**src/rtl/gdd_pkg.sv**
```systemverilog
// ----------------------------------------------------------------------------
// gdd_pkg: Gregorian date difference shared definitions
// Field widths, pipeline stage records and calendar tables.
// ----------------------------------------------------------------------------
package gdd_pkg;

    localparam int DAY_W    = 5;
    localparam int MONTH_W  = 4;
    localparam int YEAR_W   = 14;
    localparam int DAYS_W   = 23;
    localparam int AGE_W    = 15;

    // Serial of 16383-12-31 is below 2**23
    localparam int SERIAL_W = 23;
    // floor(y / 100) for y < 16384 is at most 163
    localparam int CENT_W   = 8;
    // leap days before year 16383 stay below 4096
    localparam int LEAPS_W  = 12;

    // floor(y / 100) == (y * 5243) >> 19, exact for y + 99 < 2**14 + 99
    localparam int RECIP_W     = 13;
    localparam int RECIP_SHIFT = 19;
    localparam logic [RECIP_W-1:0] RECIP_100 = 13'd5243;

    localparam logic [MONTH_W-1:0] MONTH_JAN = 4'd1;
    localparam logic [MONTH_W-1:0] MONTH_FEB = 4'd2;
    localparam logic [MONTH_W-1:0] MONTH_APR = 4'd4;
    localparam logic [MONTH_W-1:0] MONTH_JUN = 4'd6;
    localparam logic [MONTH_W-1:0] MONTH_SEP = 4'd9;
    localparam logic [MONTH_W-1:0] MONTH_NOV = 4'd11;
    localparam logic [MONTH_W-1:0] MONTH_DEC = 4'd12;

    localparam logic [SERIAL_W-1:0] DAYS_PER_YEAR = 23'd365;

    // Date index within a beat
    localparam int BIRTH = 0;
    localparam int TODAY = 1;
    localparam int NUM_DATES = 2;

    // Stage 1: raw date plus century quotient
    typedef struct packed {
        logic [DAY_W-1:0]   day;
        logic [MONTH_W-1:0] month;
        logic [YEAR_W-1:0]  year;
        logic [CENT_W-1:0]  cent;
    } t_date_s1;

    // Stage 2: leap info and validity
    typedef struct packed {
        logic [DAY_W-1:0]   day;
        logic [MONTH_W-1:0] month;
        logic [YEAR_W-1:0]  year;
        logic [LEAPS_W-1:0] leaps;
        logic               leap;
        logic               ok;
    } t_date_s2;

    // Stage 3: finished day serial
    typedef struct packed {
        logic [SERIAL_W-1:0] serial;
        logic [YEAR_W-1:0]   year;
        logic                ok;
    } t_date_s3;

    function automatic logic [DAY_W-1:0] month_len(input logic [MONTH_W-1:0] m,
                                                   input logic leap);
        logic [DAY_W-1:0] len;
        case (m)
            MONTH_APR, MONTH_JUN, MONTH_SEP, MONTH_NOV: len = 5'd30;
            MONTH_FEB: len = leap ? 5'd29 : 5'd28;
            default:   len = 5'd31;
        endcase
        return len;
    endfunction

    function automatic logic [8:0] days_before(input logic [MONTH_W-1:0] m);
        logic [8:0] dbm;
        case (m)
            4'd2:    dbm = 9'd31;
            4'd3:    dbm = 9'd59;
            4'd4:    dbm = 9'd90;
            4'd5:    dbm = 9'd120;
            4'd6:    dbm = 9'd151;
            4'd7:    dbm = 9'd181;
            4'd8:    dbm = 9'd212;
            4'd9:    dbm = 9'd243;
            4'd10:   dbm = 9'd273;
            4'd11:   dbm = 9'd304;
            4'd12:   dbm = 9'd334;
            default: dbm = 9'd0;
        endcase
        return dbm;
    endfunction

endpackage

```
**src/rtl/gdd_in_if.sv**
```systemverilog
// ----------------------------------------------------------------------------
// gdd_in_if: input channel
// Valid/ready channel carrying the two dates of one beat.
// ----------------------------------------------------------------------------
interface gdd_in_if import gdd_pkg::*; ();
    logic               valid;
    logic               ready;
    logic [DAY_W-1:0]   birth_day;
    logic [MONTH_W-1:0] birth_month;
    logic [YEAR_W-1:0]  birth_year;
    logic [DAY_W-1:0]   today_day;
    logic [MONTH_W-1:0] today_month;
    logic [YEAR_W-1:0]  today_year;

    modport source (
        output valid, birth_day, birth_month, birth_year,
               today_day, today_month, today_year,
        input  ready
    );

    modport sink (
        input  valid, birth_day, birth_month, birth_year,
               today_day, today_month, today_year,
        output ready
    );
endinterface

```
**src/rtl/gdd_out_if.sv**
```systemverilog
// ----------------------------------------------------------------------------
// gdd_out_if: result channel
// Valid/ready channel carrying validity flags, day difference and age.
// ----------------------------------------------------------------------------
interface gdd_out_if import gdd_pkg::*; ();
    logic                     valid;
    logic                     ready;
    logic                     first_ok;
    logic                     second_ok;
    logic signed [DAYS_W-1:0] days_apart;
    logic signed [AGE_W-1:0]  age_years;

    modport source (
        output valid, first_ok, second_ok, days_apart, age_years,
        input  ready
    );

    modport sink (
        input  valid, first_ok, second_ok, days_apart, age_years,
        output ready
    );
endinterface

```
**src/rtl/gregorian_date_difference_top.sv**
```systemverilog
// ----------------------------------------------------------------------------
// gregorian_date_difference_top: days and whole years between two dates
// Four-stage pipeline: validity check, day serials, difference and age.
// ----------------------------------------------------------------------------
// Each input beat carries a birth date and a today date (proleptic Gregorian,
// year 0 is a leap year). Each date is flagged valid when its year is at most
// MAX_YEAR, its month is 1..12 and its day is 1..month length. When both are
// valid the result beat gives today's day serial minus the birth serial and
// the completed years between them (negative when today is earlier); otherwise
// both numbers are zero. Every input beat yields exactly one result beat.
// A beat passes through four register stages (century quotient, leap and validity,
// serial, difference), each advancing independently; a new beat is taken every
// cycle unless the result is stalled and the pipeline is full. A stalled
// result holds only the output stage; earlier stages keep filling until full.
// ----------------------------------------------------------------------------
module gregorian_date_difference_top import gdd_pkg::*; #(
    parameter int MAX_YEAR = 9999
) (
    input  logic      i_clk,
    input  logic      i_rst_n,
    gdd_in_if.sink    i_in,
    gdd_out_if.source o_out
);

    localparam int LIMIT_W = 17;
    localparam logic [LIMIT_W-1:0] YEAR_LIMIT = LIMIT_W'(MAX_YEAR);

    // ---- stage enables: a stage moves when it is empty or its successor moves
    logic r_v1, r_v2, r_v3, r_v4;
    logic en1, en2, en3, en4;

    assign en4 = !r_v4 || o_out.ready;
    assign en3 = !r_v3 || en4;
    assign en2 = !r_v2 || en3;
    assign en1 = !r_v1 || en2;

    assign i_in.ready = en1;

    always_ff @(posedge i_clk) begin
        if (!i_rst_n) begin
            r_v1 <= 1'b0;
            r_v2 <= 1'b0;
            r_v3 <= 1'b0;
            r_v4 <= 1'b0;
        end else begin
            if (en1) r_v1 <= i_in.valid;
            if (en2) r_v2 <= r_v1;
            if (en3) r_v3 <= r_v2;
            if (en4) r_v4 <= r_v3;
        end
    end

    // ---- stage 1: century quotient by reciprocal multiply, month/day order
    t_date_s1 r_s1 [NUM_DATES];
    t_date_s1 n_s1 [NUM_DATES];
    logic     r_before1, n_before1;

    logic [DAY_W-1:0]   in_day   [NUM_DATES];
    logic [MONTH_W-1:0] in_month [NUM_DATES];
    logic [YEAR_W-1:0]  in_year  [NUM_DATES];

    assign in_day[BIRTH]   = i_in.birth_day;
    assign in_month[BIRTH] = i_in.birth_month;
    assign in_year[BIRTH]  = i_in.birth_year;
    assign in_day[TODAY]   = i_in.today_day;
    assign in_month[TODAY] = i_in.today_month;
    assign in_year[TODAY]  = i_in.today_year;

    always_comb begin
        logic [YEAR_W+RECIP_W-1:0] prod;
        for (int k = 0; k < NUM_DATES; k++) begin
            prod = (YEAR_W+RECIP_W)'(in_year[k]) * (YEAR_W+RECIP_W)'(RECIP_100);
            n_s1[k].day   = in_day[k];
            n_s1[k].month = in_month[k];
            n_s1[k].year  = in_year[k];
            n_s1[k].cent  = prod[RECIP_SHIFT +: CENT_W];
        end
        // birthday not yet reached in today's year
        n_before1 = (i_in.today_month < i_in.birth_month) ||
                    ((i_in.today_month == i_in.birth_month) &&
                     (i_in.today_day < i_in.birth_day));
    end

    always_ff @(posedge i_clk) begin
        if (en1) begin
            r_s1      <= n_s1;
            r_before1 <= n_before1;
        end
    end

    // ---- stage 2: leap year, leap-day count before the year, validity
    t_date_s2 r_s2 [NUM_DATES];
    t_date_s2 n_s2 [NUM_DATES];
    logic     r_before2;

    always_comb begin
        logic                rem_nz;
        logic [CENT_W-1:0]   c100;
        logic [CENT_W:0]     c400_sum;
        logic [YEAR_W:0]     c4_sum;
        logic [LEAPS_W:0]    leaps;
        logic [LIMIT_W-1:0]  year_x;
        logic                leap;
        for (int k = 0; k < NUM_DATES; k++) begin
            rem_nz   = r_s1[k].year != (YEAR_W'(r_s1[k].cent) * YEAR_W'(100));
            c100     = r_s1[k].cent + CENT_W'(rem_nz);           // ceil(y/100)
            c400_sum = (CENT_W+1)'(c100) + (CENT_W+1)'(3);       // ceil(y/400)
            c4_sum   = (YEAR_W+1)'(r_s1[k].year) + (YEAR_W+1)'(3);
            leaps    = (LEAPS_W+1)'(c4_sum[YEAR_W:2]) - (LEAPS_W+1)'(c100)
                     + (LEAPS_W+1)'(c400_sum[CENT_W:2]);
            leap     = (r_s1[k].year[1:0] == 2'b00) &&
                       (rem_nz || (r_s1[k].cent[1:0] == 2'b00));
            year_x   = LIMIT_W'(r_s1[k].year);

            n_s2[k].day   = r_s1[k].day;
            n_s2[k].month = r_s1[k].month;
            n_s2[k].year  = r_s1[k].year;
            n_s2[k].leaps = leaps[LEAPS_W-1:0];
            n_s2[k].leap  = leap;
            n_s2[k].ok    = (year_x <= YEAR_LIMIT) &&
                            (r_s1[k].month >= MONTH_JAN) &&
                            (r_s1[k].month <= MONTH_DEC) &&
                            (r_s1[k].day != '0) &&
                            (r_s1[k].day <= month_len(r_s1[k].month, leap));
        end
    end

    always_ff @(posedge i_clk) begin
        if (en2) begin
            r_s2      <= n_s2;
            r_before2 <= r_before1;
        end
    end

    // ---- stage 3: day serial = 365*y + leaps + days before month + day (+1 after Feb in a leap year)
    t_date_s3 r_s3 [NUM_DATES];
    t_date_s3 n_s3 [NUM_DATES];
    logic     r_before3;

    always_comb begin
        for (int k = 0; k < NUM_DATES; k++) begin
            n_s3[k].serial = SERIAL_W'(r_s2[k].year) * DAYS_PER_YEAR
                           + SERIAL_W'(r_s2[k].leaps)
                           + SERIAL_W'(days_before(r_s2[k].month))
                           + SERIAL_W'(r_s2[k].day)
                           + SERIAL_W'((r_s2[k].month > MONTH_FEB) && r_s2[k].leap);
            n_s3[k].year   = r_s2[k].year;
            n_s3[k].ok     = r_s2[k].ok;
        end
    end

    always_ff @(posedge i_clk) begin
        if (en3) begin
            r_s3      <= n_s3;
            r_before3 <= r_before2;
        end
    end

    // ---- stage 4: difference, age, zeroing on an invalid date
    logic                     both_ok;
    logic [DAYS_W-1:0]        n_days;
    logic [AGE_W-1:0]         n_age;
    logic                     r_first_ok, r_second_ok;
    logic signed [DAYS_W-1:0] r_days;
    logic signed [AGE_W-1:0]  r_age;

    assign both_ok = r_s3[BIRTH].ok && r_s3[TODAY].ok;

    always_comb begin
        n_days = '0;
        n_age  = '0;
        if (both_ok) begin
            n_days = DAYS_W'(r_s3[TODAY].serial - r_s3[BIRTH].serial);
            n_age  = AGE_W'(r_s3[TODAY].year) - AGE_W'(r_s3[BIRTH].year)
                   - AGE_W'(r_before3);
        end
    end

    always_ff @(posedge i_clk) begin
        if (en4) begin
            r_first_ok  <= r_s3[BIRTH].ok;
            r_second_ok <= r_s3[TODAY].ok;
            r_days      <= signed'(n_days);
            r_age       <= signed'(n_age);
        end
    end

    assign o_out.valid      = r_v4;
    assign o_out.first_ok   = r_first_ok;
    assign o_out.second_ok  = r_second_ok;
    assign o_out.days_apart = r_days;
    assign o_out.age_years  = r_age;

    // ---- checks
    a_empty_out_ready: assert property (@(posedge i_clk) disable iff (!i_rst_n)
        !r_v4 |-> i_in.ready)
        else $error("input not ready with empty output stage");

    a_full_stall: assert property (@(posedge i_clk) disable iff (!i_rst_n)
        (r_v1 && r_v2 && r_v3 && r_v4 && !o_out.ready) |-> !i_in.ready)
        else $error("input ready while pipeline full and stalled");

    a_invalid_zero: assert property (@(posedge i_clk) disable iff (!i_rst_n)
        (r_v4 && !(r_first_ok && r_second_ok)) |-> (r_days == '0 && r_age == '0))
        else $error("nonzero result for an invalid date");

    a_sign_agree: assert property (@(posedge i_clk) disable iff (!i_rst_n)
        (r_v4 && !r_days[DAYS_W-1]) |-> !r_age[AGE_W-1])
        else $error("negative age with nonnegative day difference");

endmodule

```
**src/flat_wrapper.sv**
```systemverilog
// flat-port wrapper written by rule: the top's interface ports become plain ports
module gregorian_date_difference_top_flat import gdd_pkg::*;
#(
    parameter int MAX_YEAR = 9999
)
  (i_clk, i_rst_n, i_in_valid, i_in_birth_day, i_in_birth_month, i_in_birth_year, i_in_today_day, i_in_today_month, i_in_today_year, i_in_ready, o_out_valid, o_out_first_ok, o_out_second_ok, o_out_days_apart, o_out_age_years, o_out_ready);
  gdd_in_if i_in_i ();
  gdd_out_if o_out_i ();
  input  logic i_clk;
  input  logic i_rst_n;
  input wire logic [$bits(i_in_i.valid)-1:0] i_in_valid;
  input wire logic [$bits(i_in_i.birth_day)-1:0] i_in_birth_day;
  input wire logic [$bits(i_in_i.birth_month)-1:0] i_in_birth_month;
  input wire logic [$bits(i_in_i.birth_year)-1:0] i_in_birth_year;
  input wire logic [$bits(i_in_i.today_day)-1:0] i_in_today_day;
  input wire logic [$bits(i_in_i.today_month)-1:0] i_in_today_month;
  input wire logic [$bits(i_in_i.today_year)-1:0] i_in_today_year;
  output wire logic [$bits(i_in_i.ready)-1:0] i_in_ready;
  output wire logic [$bits(o_out_i.valid)-1:0] o_out_valid;
  output wire logic [$bits(o_out_i.first_ok)-1:0] o_out_first_ok;
  output wire logic [$bits(o_out_i.second_ok)-1:0] o_out_second_ok;
  output wire logic [$bits(o_out_i.days_apart)-1:0] o_out_days_apart;
  output wire logic [$bits(o_out_i.age_years)-1:0] o_out_age_years;
  input wire logic [$bits(o_out_i.ready)-1:0] o_out_ready;
  assign i_in_i.valid = i_in_valid;
  assign i_in_i.birth_day = i_in_birth_day;
  assign i_in_i.birth_month = i_in_birth_month;
  assign i_in_i.birth_year = i_in_birth_year;
  assign i_in_i.today_day = i_in_today_day;
  assign i_in_i.today_month = i_in_today_month;
  assign i_in_i.today_year = i_in_today_year;
  assign i_in_ready = i_in_i.ready;
  assign o_out_valid = o_out_i.valid;
  assign o_out_first_ok = o_out_i.first_ok;
  assign o_out_second_ok = o_out_i.second_ok;
  assign o_out_days_apart = o_out_i.days_apart;
  assign o_out_age_years = o_out_i.age_years;
  assign o_out_i.ready = o_out_ready;
  gregorian_date_difference_top #(.MAX_YEAR(MAX_YEAR)) u_core (.i_clk(i_clk), .i_rst_n(i_rst_n), .i_in(i_in_i), .o_out(o_out_i));
endmodule
```
**config.mk**
```make
export PLATFORM = sky130hd
export DESIGN_NAME = gregorian_date_difference_top_flat
export DESIGN_NICKNAME = d
export VERILOG_FILES = /design/src/rtl/gdd_pkg.sv /design/src/rtl/gdd_in_if.sv /design/src/rtl/gdd_out_if.sv /design/src/rtl/gregorian_date_difference_top.sv /design/src/flat_wrapper.sv
export SDC_FILE = /design/constraint.sdc
export NUM_CORES = 1
export LEC_CHECK = 0
export BUFFER_PORTS_ARGS = -buffer_cell sky130_fd_sc_hd__clkbuf_2
export CORE_UTILIZATION = 50
export CTS_BUF_LIST = sky130_fd_sc_hd__clkbuf_8 sky130_fd_sc_hd__clkbuf_16
export CTS_CLUSTER_DIAMETER = 80
export DETAILED_ROUTE_END_ITERATION = 12
export PLACE_DENSITY = 0.66
export SKIP_LAST_GASP = 1
export SLEW_MARGIN = 20
export SYNTH_ARGS = -nofsm -noshare
export SYNTH_HDL_FRONTEND = slang
export SYNTH_SLANG_ARGS = --single-unit
```
**constraint.sdc**
```tcl
create_clock -name i_clk -period 21.3 [get_ports i_clk]
set_clock_uncertainty 0.15 [all_clocks]
set_input_delay 4.26 -clock i_clk [delete_from_list [all_inputs] [get_ports i_clk]]
set_output_delay 4.26 -clock i_clk [all_outputs]
set_load 0.01 [all_outputs]
```
==> reports/metrics.yaml <==
detailroute.via_count: 17660
r2r_slack_ps: 13550
ys.warnings.count: 0
synth_seq_area_share: 0.2899
crit_path_max_delay_cell_type: "and3_1"
fin_ws_ps: 11490
grt_pass1_wl_mm: 93.79
fp.dieH_um: 238.4
hp-start: "u_core.r_before1$_DFFE_PP_"
detailedPlace.worstSlack_ps: 11470
required_ps: 16890
setup-violations-final: 0
place.detailed.instances: 3384
initialDrtViolationCount: 750
syn_nets: 3390
timing.final.crit_share: 0.4607
floorplan.die_area_um2: 56820
initial_utilization: 0.5061
period_needed_ps: 9814
rsz0062_at_grt: "no"
die_x_um: 238.4
endpoint_arrival_time_on_the_critical_path_ps: 5400
async_reset_ff_frac: 0
global_route.usage.total: 0.2067
core.rowCount: 86
post_route_cells_drive_above_1_share: 0.06405
crit-reg2reg-launch: "u_core.r_s1[32]$_DFFE_PP_"
rr_endpoint: "u_core.r_s2[50]$_DFFE_PP_"
finish.net_count: 3513
routed_wire_length_per_instance_um: 16.06
antenna_cells: 0
route.antenna.remaining_nets: 0
synth_area_per_cell_um2: 10.95
final_max_slew_viol_count: 0
finalNonFillerCells: 3449
worst_min_delay_path_class: "register to register"
critPathBufInv: 2
cp-start-kind: "input pin"
core_region_area_um2: 55200
gp_congestion: 0.8784
cts_buffers: 36
first_pass_iters: 5
cap_violations: 0
insertion_delay_ps: 550
layout.filler_cells: 4756
worst_path_largest_cell_delay_ps: 390
setup.worst_path.class: "input pin to output pin"
synthDominantCellAreaShare: 0.2741
post_drt_via_cell_ratio: 5.119
cts-htree-levels: 2
achievable-frequency_mhz: 101.9
path_cells: "clkbuf_2 > nor2b_1 > and3_1 > nand2_2 > clkbuf_2"
ff2ff_path_depth: 26
worst_hold_path.endpoint: "u_core.r_before2$_DFFE_PP_"
synth_flop_cell: "edfxtp_1"
post_synth_main_area_contributors: "edfxtp_1 (27%), ha_1 (23%), fa_1 (20%)"
cts_buffer_depth: 3
post-route-drc-count: 0
number_of_antenna_violations_at_the_first_check_in_global_routing: 0
synth.cell_area_um2: 27940
synth_top_cell_by_area: "edfxtp_1"
place.detailed.hpwl_mm: 46.60
globalRouteOverflowTotal: 0
number_of_global_route_vias_before_repair: 18950
crit_top_cell: "clkbuf_2"
min_delay_path_depth: 0
area_growth_syn_to_layout_pct: 9.030
io_buffers: 91
cts.repair.resized: 0
ios: 92
tns_ps: 0
outcome: "complete, no violations"
grt_start_max_net_pins: 78
yosys_register_bits: 277
synth-edff-count: 255
multi_input_comb_area_um2: 17550
post_cts_repair_timing_setup_buffer_count: 0
finalWirelength_mm: 55.41
synth.most_common_cell: "inv_1"
post_cts_hold_buffer_count: 0
worst_setup_hold_path_clk_slew_ps: 50
cpLargestDelayFamily: "simple AND/OR/NAND/NOR gates"
cts_root_buffer: "clkbuf_16"
final_hold_viol_count: 0
postSynthCellCount: 2551
synthDistinctLibCells: 69
setup.worst_path.end_class: "output pin"
cp_max_fo: 6
post_synth_most_frequent_cells: "inv_1 (601), ha_1 (504), fa_1 (285), edfxtp_1 (255), nor2_1 (109)"
numClockSinks: 277
maxSlewHeadroom: 0.3089
layout.area.seq_um2: 8098
worst-slew-pin-transition_ps: 1037
tritoncts_clock_tree: "done"
flip-flops by register name (all words and copies together), names as in the netlist, 15 cells and up, named ones only:
signal and flops:
u_core.r_s3 76, u_core.n_s2 46, u_core.r_s2 44, u_core.n_s3 30, u_core.o_out.days_apart 23, u_core.r_s1 16
u_core.o_out.age_years 15
layer usage:
layer	vias to the layer above	GRT usage	wire length, um
li1	8734	-	-
met1	8583	0.2846	26160
met2	273	0.3472	26270
met3	66	0.02638	1871
met4	0	0.04895	1114
met5	-	0	0
through the flow:
stage	cell area, um^2	hold slack (ps)	utilization
after floorplan	27940	250.3	-
after global placement	29330	257.7	0.5313
after detailed placement	29330	256.3	0.5313
after CTS	30460	270.2	0.5518
after global routing	30460	281.0	0.5518
final	30460	270.2	0.5518
worst register-to-register path, delay by kind of cell (launching register included):
kind,cells,cell delay [ps]
DFF,1,500
and+or+nand+nor,5,1270
xor gates and xnor gates,3,410
adders and majority gates,8,2690
buffers and inverters,1,50
AOI/OAI and AO/OA,9,2450
placed cells by master (no fill, tap or decap), types with 4 or more instances in the layout:
cell type and instances:
inv_1 607, ha_1 504, fa_1 285, edfxtp_1 255
nor2_1 109, xnor2_1 106, a21oi_1 95, clkbuf_2 91
nand2_1 79, xor2_1 66, o21ai_0 52, a21o_1 42
clkbuf_16 36, nor3_1 30, o21a_1 30, nor2b_1 26
nand2b_1 22, dfxtp_1 22, nand4_1 21, nand3_1 20
a211oi_1 13, or2_2 12, nor4_1 12, and3_1 11
clkinv_2 9, a31oi_1 9, mux2i_1 9, o211ai_1 9
o21ai_1 8, and2_1 7, o21bai_1 7, or4_1 6
or3_1 6, a21boi_0 4, o31a_1 4, a31o_2 4
buf_4 4
area by class of cell:
| type | instances | area share |
|---|---|---|
| clock buffer | 37 | 0.03003 |
| clock inverter | 28 | 0.007025 |
| inverter | 601 | 0.07411 |
| multi-input combinational | 1663 | 0.5763 |
| sequential | 277 | 0.2659 |
| tap | 748 | 0.03073 |
| timing repair buffer | 95 | 0.01594 |
logic make-up after synthesis:
kind of cell	share of synthesized area
buffers and inverters	0.08214
multiplexers	0.003225
AND/OR/NAND/NOR	0.06530
AO/OA/AOI/OAI	0.07556
XOR/XNOR	0.05393
adder cells (fa/ha/maj)	0.4300
flip-flops	0.2899
worst max-delay path by stage:
stage                     cells past startpoint         from    endpoint
after floorplan                               4  o_out_ready  i_in_ready
after global placement                        5  o_out_ready  i_in_ready
after detailed placement                      5  o_out_ready  i_in_ready
after CTS                                     5  o_out_ready  i_in_ready
after global routing                          5  o_out_ready  i_in_ready
final                                         5  o_out_ready  i_in_ready
Power is not shown: default switching activity piles up to over one toggle a cycle in this logic, so the estimate is an artifact.
